`src/rtl/sls_pkg.sv`:
```
`timescale 1ns / 1ps
// ----------------------------------------------------------------------------
// sls_pkg: shared types and constants of the sticky route selector
// Word formats, command and status codes, and the back end state encoding.
// ----------------------------------------------------------------------------
package sls_pkg;

	localparam int MAX_ROUTES   = 8;
	localparam int ROUTE_W      = 3;
	localparam int COUNT_W      = 4;
	localparam int ESLS_W       = 7;
	localparam int ESLS_ENTRIES = 128;
	localparam int SHIFT_W      = 5;
	localparam int ESHIFT_W     = 3;
	localparam int ADDR_W       = 4;

	localparam logic [1:0] CMD_LOOKUP = 2'd0;
	localparam logic [1:0] CMD_ADD    = 2'd1;
	localparam logic [1:0] CMD_DELETE = 2'd2;
	localparam logic [1:0] CMD_AVAIL  = 2'd3;

	localparam logic [1:0] ST_OK      = 2'd0;
	localparam logic [1:0] ST_REFUSED = 2'd1;
	localparam logic [1:0] ST_ABSENT  = 2'd2;

	localparam logic [1:0] REG_OPC_SHIFT  = 2'd0;
	localparam logic [1:0] REG_DPC_SHIFT  = 2'd1;
	localparam logic [1:0] REG_ESLS_SHIFT = 2'd2;

	localparam logic [5:0] SIX_MASK = 6'h3f;

	typedef struct packed {
		logic [1:0]  cmd;
		logic [23:0] origin_code;
		logic [23:0] dest_code;
		logic [3:0]  link_selection;
		logic [2:0]  route_id;
		logic        route_up;
	} in_item_t;

	typedef struct packed {
		logic [1:0] status;
		logic       route_found;
		logic [2:0] chosen_route;
		logic       via_alternative;
		logic [6:0] esls_index;
	} out_item_t;

	typedef struct packed {
		logic [1:0]        cmd;
		logic [ESLS_W-1:0] esls;
		logic [2:0]        route_id;
		logic              route_up;
	} q_item_t;

	typedef struct packed {
		logic    valid;
		q_item_t item;
	} q_head_t;

	typedef enum logic [3:0] {
		BK_IDLE  = 4'b0001,
		BK_EVAL  = 4'b0010,
		BK_SWEEP = 4'b0100,
		BK_FIN   = 4'b1000
	} bk_state_t;

endpackage

```
`src/rtl/sls_ram.sv`:
```
`timescale 1ns / 1ps
// ----------------------------------------------------------------------------
// sls_ram: generic simple dual-port RAM
// One write port and one read port with registered read data.
// ----------------------------------------------------------------------------
module sls_ram #(
	parameter int WIDTH = 6,
	parameter int DEPTH = 128
) (
	input  logic                     clk,
	input  logic                     we,
	input  logic [$clog2(DEPTH)-1:0] waddr,
	input  logic [WIDTH-1:0]         wdata,
	input  logic                     re,
	input  logic [$clog2(DEPTH)-1:0] raddr,
	output logic [WIDTH-1:0]         rdata
);

	logic [WIDTH-1:0] mem_q [DEPTH];

	always_ff @(posedge clk) begin
		if (we) begin
			mem_q[waddr] <= wdata;
		end
		if (re) begin
			rdata <= mem_q[raddr];
		end
	end

endmodule

```
`src/rtl/sls_front.sv`:
```
`timescale 1ns / 1ps
// ----------------------------------------------------------------------------
// sls_front: configuration registers, word classification and queue
// Computes the extended SLS of each word and holds it in a two-entry queue.
// ----------------------------------------------------------------------------
module sls_front import sls_pkg::*; (
	input  logic              clk,
	input  logic              arst_n,
	input  logic              in_valid,
	output logic              in_stall,
	input  in_item_t          in_item,
	input  logic              psel,
	input  logic              penable,
	input  logic              pwrite,
	input  logic [ADDR_W-1:0] paddr,
	input  logic [31:0]       pwdata,
	output logic [31:0]       prdata,
	output logic              pready,
	output q_head_t           head,
	input  logic              pop
);

	logic [SHIFT_W-1:0]  opc_sh_q;
	logic [SHIFT_W-1:0]  dpc_sh_q;
	logic [ESHIFT_W-1:0] esls_sh_q;
	logic [5:0]          o6, d6;
	logic [2:0]          o3, d3;
	q_item_t             cls;
	q_item_t             fifo_q [2];
	logic                wr_ptr_q, rd_ptr_q;
	logic [1:0]          cnt_q;
	logic                push;

	assign pready = 1'b1;

	always_ff @(posedge clk or negedge arst_n) begin
		if (!arst_n) begin
			opc_sh_q  <= '0;
			dpc_sh_q  <= '0;
			esls_sh_q <= '0;
		end else if (psel && penable && pwrite) begin
			unique case (paddr[3:2])
				REG_OPC_SHIFT:  opc_sh_q  <= pwdata[SHIFT_W-1:0];
				REG_DPC_SHIFT:  dpc_sh_q  <= pwdata[SHIFT_W-1:0];
				REG_ESLS_SHIFT: esls_sh_q <= pwdata[ESHIFT_W-1:0];
				default: ;
			endcase
		end
	end

	always_comb begin
		unique case (paddr[3:2])
			REG_OPC_SHIFT:  prdata = {27'd0, opc_sh_q};
			REG_DPC_SHIFT:  prdata = {27'd0, dpc_sh_q};
			REG_ESLS_SHIFT: prdata = {29'd0, esls_sh_q};
			default:        prdata = '0;
		endcase
	end

	always_comb begin
		o6 = 6'(in_item.origin_code >> opc_sh_q) & SIX_MASK;
		d6 = 6'(in_item.dest_code >> dpc_sh_q) & SIX_MASK;
		o3 = o6[5:3] ^ o6[2:0];
		d3 = d6[5:3] ^ d6[2:0];
		cls.cmd      = in_item.cmd;
		cls.esls     = {o3 ^ d3, in_item.link_selection} >> esls_sh_q;
		cls.route_id = in_item.route_id;
		cls.route_up = in_item.route_up;
	end

	assign in_stall   = cnt_q[1];
	assign push       = in_valid && !in_stall;
	assign head.valid = cnt_q != 2'd0;
	assign head.item  = fifo_q[rd_ptr_q];

	always_ff @(posedge clk) begin
		if (push) begin
			fifo_q[wr_ptr_q] <= cls;
		end
	end

	always_ff @(posedge clk or negedge arst_n) begin
		if (!arst_n) begin
			wr_ptr_q <= 1'b0;
			rd_ptr_q <= 1'b0;
			cnt_q    <= '0;
		end else begin
			if (push) begin
				wr_ptr_q <= !wr_ptr_q;
			end
			if (pop) begin
				rd_ptr_q <= !rd_ptr_q;
			end
			cnt_q <= cnt_q + 2'(push) - 2'(pop);
		end
	end

endmodule

```
`src/rtl/sls_back.sv`:
```
`timescale 1ns / 1ps
// ----------------------------------------------------------------------------
// sls_back: route table, sticky choices and round-robin selection
// Executes queued words and holds the result register.
// ----------------------------------------------------------------------------
module sls_back import sls_pkg::*; (
	input  logic      clk,
	input  logic      arst_n,
	input  q_head_t   head,
	output logic      pop,
	output logic      out_valid,
	input  logic      out_stall,
	output out_item_t out_item
);

	localparam int RAM_W = 2 * ROUTE_W;

	bk_state_t            state_q;
	q_item_t              cur_q;
	logic [ROUTE_W-1:0]   order_q [MAX_ROUTES];
	logic [COUNT_W-1:0]   count_q;
	logic [MAX_ROUTES-1:0] present_q, avail_q;
	logic                 rr_v_q;
	logic [ROUTE_W-1:0]   rr_id_q;
	logic [ESLS_ENTRIES-1:0] nvld_q, avld_q;
	logic [ROUTE_W-1:0]   del_q;
	logic [ESLS_W:0]      swp_q;
	logic                 sv_s1;
	logic [ESLS_W-1:0]    sa_s1;
	logic                 out_v_q;
	out_item_t            out_q;

	logic                 ram_we, ram_re;
	logic [ESLS_W-1:0]    ram_waddr, ram_raddr;
	logic [RAM_W-1:0]     ram_wdata, ram_rdata;
	logic [ROUTE_W-1:0]   nr, ar;

	logic                 out_free;
	logic [ROUTE_W-1:0]   rr_pos, del_pos, start;
	logic [COUNT_W-1:0]   idx;
	logic                 rr_hit;
	logic [ROUTE_W-1:0]   rr_win;
	logic                 rr_nv;
	logic [ROUTE_W-1:0]   rr_nid;
	logic                 nv, av, un, ua;
	logic                 ev_found, ev_alt, set_n, set_a, clr_a, use_rr;
	logic [ROUTE_W-1:0]   ev_route;
	logic [ROUTE_W-1:0]   hid;
	logic                 hpres;
	logic [1:0]           cmd_st;
	logic                 out_load;

	sls_ram #(.WIDTH(RAM_W), .DEPTH(ESLS_ENTRIES)) u_choice_ram (
		.clk   (clk),
		.we    (ram_we),
		.waddr (ram_waddr),
		.wdata (ram_wdata),
		.re    (ram_re),
		.raddr (ram_raddr),
		.rdata (ram_rdata)
	);

	assign nr       = ram_rdata[RAM_W-1:ROUTE_W];
	assign ar       = ram_rdata[ROUTE_W-1:0];
	assign out_free = !out_v_q || !out_stall;
	assign pop      = (state_q == BK_IDLE) && head.valid && out_free;
	assign hid      = head.item.route_id;
	assign hpres    = present_q[hid];
	assign out_valid = out_v_q;
	assign out_item  = out_q;

	always_comb begin
		rr_pos  = '0;
		del_pos = '0;
		for (int i = MAX_ROUTES - 1; i >= 0; i--) begin
			if (COUNT_W'(i) < count_q && order_q[i] == rr_id_q) begin
				rr_pos = ROUTE_W'(i);
			end
			if (COUNT_W'(i) < count_q && order_q[i] == hid) begin
				del_pos = ROUTE_W'(i);
			end
		end
		if (rr_v_q && ({1'b0, rr_pos} + COUNT_W'(1)) < count_q) begin
			start = rr_pos + ROUTE_W'(1);
		end else begin
			start = '0;
		end
		rr_hit = 1'b0;
		rr_win = '0;
		for (int k = 0; k < MAX_ROUTES; k++) begin
			idx = {1'b0, start} + COUNT_W'(k);
			if (idx >= count_q) begin
				idx = idx - count_q;
			end
			if (!rr_hit && COUNT_W'(k) < count_q && avail_q[order_q[idx[ROUTE_W-1:0]]]) begin
				rr_hit = 1'b1;
				rr_win = order_q[idx[ROUTE_W-1:0]];
			end
		end
		if (count_q == '0) begin
			rr_nv  = rr_v_q;
			rr_nid = rr_id_q;
		end else if (rr_hit) begin
			rr_nv  = 1'b1;
			rr_nid = rr_win;
		end else if (rr_v_q) begin
			rr_nv  = 1'b1;
			rr_nid = rr_id_q;
		end else begin
			rr_nv  = 1'b1;
			rr_nid = order_q[ROUTE_W'(count_q - COUNT_W'(1))];
		end
	end

	always_comb begin
		nv       = nvld_q[cur_q.esls];
		av       = avld_q[cur_q.esls];
		un       = nv && avail_q[nr];
		ua       = av && avail_q[ar];
		ev_found = 1'b0;
		ev_alt   = 1'b0;
		ev_route = '0;
		set_n    = 1'b0;
		set_a    = 1'b0;
		clr_a    = 1'b0;
		use_rr   = 1'b0;
		priority if (un) begin
			ev_found = 1'b1;
			ev_route = nr;
			clr_a    = 1'b1;
		end else if (ua) begin
			ev_found = 1'b1;
			ev_route = ar;
			ev_alt   = 1'b1;
		end else if (!nv) begin
			use_rr   = 1'b1;
			ev_found = rr_hit;
			ev_route = rr_hit ? rr_win : '0;
			set_n    = rr_hit;
		end else begin
			use_rr   = 1'b1;
			ev_found = rr_hit;
			ev_route = rr_hit ? rr_win : '0;
			ev_alt   = rr_hit;
			set_a    = rr_hit;
		end
	end

	always_comb begin
		cmd_st = ST_OK;
		unique case (head.item.cmd)
			CMD_LOOKUP: begin
				cmd_st = ST_OK;
			end
			CMD_ADD: begin
				if (hpres || count_q >= COUNT_W'(MAX_ROUTES)) begin
					cmd_st = ST_REFUSED;
				end
			end
			default: begin
				if (!hpres) begin
					cmd_st = ST_ABSENT;
				end
			end
		endcase
		unique case (state_q)
			BK_IDLE: begin
				out_load = pop && head.item.cmd != CMD_LOOKUP
					&& !(head.item.cmd == CMD_DELETE && hpres);
			end
			BK_EVAL, BK_FIN: begin
				out_load = out_free;
			end
			default: begin
				out_load = 1'b0;
			end
		endcase
	end

	always_comb begin
		ram_re    = 1'b0;
		ram_raddr = head.item.esls;
		if (pop && head.item.cmd == CMD_LOOKUP) begin
			ram_re = 1'b1;
		end else if (state_q == BK_SWEEP && !swp_q[ESLS_W]) begin
			ram_re    = 1'b1;
			ram_raddr = swp_q[ESLS_W-1:0];
		end
		ram_we    = (state_q == BK_EVAL) && out_free && (set_n || set_a);
		ram_waddr = cur_q.esls;
		ram_wdata = set_n ? {rr_win, ar} : {nr, rr_win};
	end

	always_ff @(posedge clk) begin
		if (pop) begin
			cur_q <= head.item;
			if (head.item.cmd == CMD_ADD && !hpres && count_q < COUNT_W'(MAX_ROUTES)) begin
				order_q[count_q[ROUTE_W-1:0]] <= hid;
			end
			if (head.item.cmd == CMD_DELETE && hpres) begin
				del_q <= hid;
				for (int i = 0; i < MAX_ROUTES - 1; i++) begin
					if (ROUTE_W'(i) >= del_pos && COUNT_W'(i + 1) < count_q) begin
						order_q[i] <= order_q[i + 1];
					end
				end
			end
		end
		sa_s1 <= swp_q[ESLS_W-1:0];
	end

	always_ff @(posedge clk or negedge arst_n) begin
		if (!arst_n) begin
			state_q   <= BK_IDLE;
			count_q   <= '0;
			present_q <= '0;
			avail_q   <= '0;
			rr_v_q    <= 1'b0;
			rr_id_q   <= '0;
			nvld_q    <= '0;
			avld_q    <= '0;
			swp_q     <= '0;
			sv_s1     <= 1'b0;
			out_v_q   <= 1'b0;
			out_q     <= '0;
		end else begin
			if (out_load) begin
				out_v_q <= 1'b1;
			end else if (out_v_q && !out_stall) begin
				out_v_q <= 1'b0;
			end
			sv_s1 <= (state_q == BK_SWEEP) && !swp_q[ESLS_W];
			unique case (state_q)
				BK_IDLE: begin
					if (pop) begin
						out_q <= '{status: cmd_st, default: '0};
						unique case (head.item.cmd)
							CMD_LOOKUP: begin
								state_q <= BK_EVAL;
							end
							CMD_ADD: begin
								if (cmd_st == ST_OK) begin
									count_q        <= count_q + COUNT_W'(1);
									present_q[hid] <= 1'b1;
									avail_q[hid]   <= 1'b0;
								end
							end
							CMD_AVAIL: begin
								if (hpres) begin
									avail_q[hid] <= head.item.route_up;
								end
							end
							default: begin
								if (hpres) begin
									if (rr_v_q && rr_id_q == hid) begin
										if (order_q[start] == hid) begin
											rr_v_q <= 1'b0;
										end else begin
											rr_id_q <= order_q[start];
										end
									end
									count_q        <= count_q - COUNT_W'(1);
									present_q[hid] <= 1'b0;
									avail_q[hid]   <= 1'b0;
									swp_q          <= '0;
									state_q        <= BK_SWEEP;
								end
							end
						endcase
					end
				end
				BK_EVAL: begin
					if (out_free) begin
						out_q.status          <= ST_OK;
						out_q.route_found     <= ev_found;
						out_q.chosen_route    <= ev_route;
						out_q.via_alternative <= ev_alt;
						out_q.esls_index      <= cur_q.esls;
						if (use_rr) begin
							rr_v_q  <= rr_nv;
							rr_id_q <= rr_nid;
						end
						if (set_n) begin
							nvld_q[cur_q.esls] <= 1'b1;
						end
						if (set_a) begin
							avld_q[cur_q.esls] <= 1'b1;
						end
						if (clr_a) begin
							avld_q[cur_q.esls] <= 1'b0;
						end
						state_q <= BK_IDLE;
					end
				end
				BK_SWEEP: begin
					if (!swp_q[ESLS_W]) begin
						swp_q <= swp_q + (ESLS_W+1)'(1);
					end
					if (sv_s1) begin
						if (nr == del_q) begin
							nvld_q[sa_s1] <= 1'b0;
						end
						if (ar == del_q) begin
							avld_q[sa_s1] <= 1'b0;
						end
						if (sa_s1 == ESLS_W'(ESLS_ENTRIES - 1)) begin
							state_q <= BK_FIN;
						end
					end
				end
				BK_FIN: begin
					if (out_free) begin
						out_q   <= '0;
						state_q <= BK_IDLE;
					end
				end
				default: state_q <= BK_IDLE;
			endcase
		end
	end

endmodule

```
`src/rtl/sls_sticky_route_selector_unit.sv`:
```
`timescale 1ns / 1ps
// ----------------------------------------------------------------------------
// sls_sticky_route_selector_unit: load-sharing route selector
// Sticky per-extended-SLS normal and alternative routes with round-robin
// fallback, plus route add, delete and availability commands.
//
// Channel   Direction  Handshake          Payload
// in        input      in_valid/in_stall  in_item (in_item_t)
// out       output     out_valid/out_stall out_item (out_item_t)
// config    input      APB write/read     opc, dpc and eSLS shifts
//
// A lookup first reads the choice RAM, then decides in the evaluate state.
// Add and availability words are completed when they are taken from the queue.
// A delete sweeps all 128 choice entries through the RAM read port before
// its word is returned.
// Reset clears the route set, round-robin pointer and all choice valid bits.
// A two-entry queue lets input be taken while the output register stalls.
// ----------------------------------------------------------------------------
module sls_sticky_route_selector_unit import sls_pkg::*; (
	input  logic              clk,
	input  logic              arst_n,
	input  logic              in_valid,
	output logic              in_stall,
	input  in_item_t          in_item,
	output logic              out_valid,
	input  logic              out_stall,
	output out_item_t         out_item,
	input  logic              psel,
	input  logic              penable,
	input  logic              pwrite,
	input  logic [ADDR_W-1:0] paddr,
	input  logic [31:0]       pwdata,
	output logic [31:0]       prdata,
	output logic              pready
);

	q_head_t head;
	logic    pop;

	sls_front u_front (
		.clk      (clk),
		.arst_n   (arst_n),
		.in_valid (in_valid),
		.in_stall (in_stall),
		.in_item  (in_item),
		.psel     (psel),
		.penable  (penable),
		.pwrite   (pwrite),
		.paddr    (paddr),
		.pwdata   (pwdata),
		.prdata   (prdata),
		.pready   (pready),
		.head     (head),
		.pop      (pop)
	);

	sls_back u_back (
		.clk       (clk),
		.arst_n    (arst_n),
		.head      (head),
		.pop       (pop),
		.out_valid (out_valid),
		.out_stall (out_stall),
		.out_item  (out_item)
	);

endmodule

```
`config.mk`:
```
export PLATFORM = sky130hd
export DESIGN_NAME = sls_sticky_route_selector_unit
export DESIGN_NICKNAME = d
export VERILOG_FILES = /design/src/rtl/sls_pkg.sv /design/src/rtl/sls_ram.sv /design/src/rtl/sls_front.sv /design/src/rtl/sls_back.sv /design/src/rtl/sls_sticky_route_selector_unit.sv
export SDC_FILE = /design/constraint.sdc
export NUM_CORES = 2
export LEC_CHECK = 0
export BUFFER_PORTS_ARGS = -buffer_cell sky130_fd_sc_hd__buf_4
export CELL_PAD_IN_SITES_DETAIL_PLACEMENT = 0
export CELL_PAD_IN_SITES_GLOBAL_PLACEMENT = 2
export CORE_MARGIN = 2
export CORE_UTILIZATION = 48
export CTS_CLUSTER_SIZE = 16
export DETAILED_ROUTE_END_ITERATION = 7
export GPL_ROUTABILITY_DRIVEN = 0
export PLACE_DENSITY_LB_ADDON = 0.1
export SETUP_SLACK_MARGIN = 0.02
export SLEW_MARGIN = 20
export SYNTH_ARGS = -nofsm -noshare
export SYNTH_HDL_FRONTEND = slang
export SYNTH_HIERARCHICAL = 1
export SYNTH_SLANG_ARGS = --single-unit
```
`constraint.sdc`:
```
create_clock -name clk -period 23.6 [get_ports clk]
set_input_delay 2.36 -clock clk [delete_from_list [all_inputs] [get_ports clk]]
set_output_delay 2.36 -clock clk [all_outputs]
set_load 0.005 [all_outputs]
```
==> results.txt <==
Crit path max fanout: 14
Max Freq: 70.0 MHz
Most frequent cell after synthesis: edfxtp_1
YS warnings: 6
Yosys reg bits: 1166
GRT Overall Usage: 27.3%
Number of distinct library cells after synthesis: 102
# setup viols final: 0
Initial antenna violation count: 2
# resized after CTS: 0
Clk buf depth: 3
Status: finished clean
Avg WL per Cell: 27.6 µm
Grt ovf: 0
Tcrit/Tclk final: 60.5%
CP bufs+invs: 4
PortBufs: 92
Routed Wire Length: 171 mm
Clk_lat worst skew: 0.75 ns
Floorplan die width: 352 µm
# clock sinks: 1166
Post-Layout Cell Count: 6193
Endpoint type of the worst setup path: flip-flop
Die footprint: 124000 µm²
Slew Limit Fails: 0
Layout Nets: 4624
Final Hold Viols: 0
Top cell type's share of synthesized area: 43.0%
WP data required: 23.94 ns
Top cells by area, synth: edfxtp_1, dfrtp_1, mux4_2
CTS tree: built
Row count: 127
Met3 wire length: 10.2 mm
Max cap viols: 0
Top cells by count, synth: edfxtp_1, o21ai_0, nand2_1, dfrtp_1, mux4_2
DR iter-0 viols: 3910
TritonCTS Buffers: 118
Post-CTS Setup Bufs: 0
H-tree depth: 3
Met2 WL post-DR: 82.6 mm
Routed Antenna Nets: 0
Share of post-route cells with drive strength above 1: 18.6%
Core area: 120000 µm²
RSZ-0062 raised after global routing: false
Initial Util: 48.4%
Ys flop type: edfxtp_1
Synth area leader: edfxtp_1
DRC Markers: 0
Iteration count of the initial detailed-routing pass: 6
N_diodes: 0
Register area share after synthesis: 57.3%
Placed cell count: 5968
Post-synth EDFFs: 834
Vias: 39.0k
Critical path launch point type: flip-flop
Crit path max-delay family: compound AO/OA/AOI/OAI gates
Rel. slew slack: 20.5%
Top Layer Used: met4
Clock Pin Slew Worst Setup and Hold Paths: 0.07 ns
Final Critical Period: 14.28 ns
Ys async rst share: 27.9%
Die height: 352 µm
Area delta synth->final: 10.6%
Largest net degree at the start of global routing: 157
CP most frequent cell: ha_1
First-pass GRT wire length: 257 mm
Biggest cell delay along the critical path: 1.00 ns
CTS root buffer: clkbuf_16
Fill cell total of the finished layout: 10.2k
Via-to-Cell Ratio: 6.30
Io pins: 150
Vias in the first global route: 38.5k
Worst Tran Pin Value: 1.19 ns
CTS hold repair buffers: 0
Fin Setup TNS: 0 ns
Slowest cell on the critical path: a21oi_1
WS Path Type: reg -> reg
DP HPWL: 105 mm
Hold crit path type: reg -> reg
Arrival @ worst endpoint: 14.62 ns
Synthesized area per cell: 12.9 µm²
Clock skew: 0.0500 ns
Met1 WL: 73.7 mm
Mapped Area: 58200 µm²
Mapped Cells: 4521
-- stage by stage --
step           util, %  setup WS [ns]  hold slack, ns  cell area [µm²]
2_1_floorplan        -           8.19           0.398            58300
3_3_place_gp      50.1           9.34           0.450            60100
3_5_place_dp      50.1           9.31           0.457            60100
4_1_cts           53.5           9.35           0.479            64300
5_1_grt           53.6           8.45           0.494            64400
6_report          53.6           9.32           0.475            64400
-- final timing paths --
check	depth (start not counted)	end	from	slack (ns)
setup / recovery	37	u_back/u_choice_ram/mem_q[34][1]	u_back/count_q[1]	9.32
min in group asynchronous	1	u_back/rr_id_q[2]	arst_n	1.64
hold reg to reg	0	u_back/sa_s1[4]	u_back/swp_q[4]	0.47
max in group asynchronous	2	u_back/nvld_q[53]	arst_n	20.49
setup reg to reg	37	u_back/u_choice_ram/mem_q[34][1]	u_back/count_q[1]	9.32
hold / removal	0	u_back/sa_s1[4]	u_back/swp_q[4]	0.47
-- cells by family (layout without fill, tap and decap cells) --
logic type | after synthesis | count (layout) | share of synthesized area [%]
flip-flops | 1166 | 1166 | 57.3
AND/OR/NAND/NOR | 1113 | 1113 | 8.74
buffers and inverters | 429 | 463 | 3.31
other | 2 | 28 | 0.0129
AO/OA/AOI/OAI | 1148 | 1148 | 11.9
XOR/XNOR | 92 | 92 | 1.49
multiplexers | 526 | 526 | 16.3
adder cells (fa/ha/maj) | 45 | 45 | 1.02
-- registers in the layout (all words and copies together), names as in the netlist, 7 cells and up, named ones only --
signal                     count
u_back/ram_waddr               7
u_back/sa_s1                   7
u_front/fifo_q                26
u_back/swp_q                   8
u_back/out_item               14
u_back/avld_q                122
u_back/u_choice_ram/mem_q    768
u_back/nvld_q                128
u_back/avail_q                 8
u_back/order_q                24
-- metal layers --
metal  up-vias  global-route usage [%]
li1      17300                       -
met5         -                       0
met2      1356                    44.1
met4         0                    7.76
met1     20100                    39.1
met3       229                    3.30
-- cell type report --
type | instances | area, µm² | area share, %
repair buffers | 184 | 1440 | 2.24
inverters | 56 | 211 | 0.329
well taps | 1612 | 2020 | 3.13
multi-input cells | 2952 | 23200 | 36.1
clock inverters | 62 | 857 | 1.33
flip-flops and latches | 1166 | 33300 | 51.8
clock buffers | 161 | 3310 | 5.14
-- cells in the final DEF (no fill, tap or decap), drive strengths merged, types with 58 or more instances in the layout --
| cell type | instances |
|---|---|
| mux2i | 111 |
| xor2 | 58 |
| clkbuf | 161 |
| inv | 58 |
| mux4 | 323 |
| dfrtp | 324 |
| o21ai | 691 |
| buf | 184 |
| nor2 | 256 |
| nand2 | 436 |
| mux2 | 92 |
| a22oi | 108 |
| nand3 | 173 |
| a21oi | 82 |
| edfxtp | 834 |
Power is left out: the tool's default activity adds up to more than one toggle a clock period on the data nets, which glitch-free logic cannot reach.
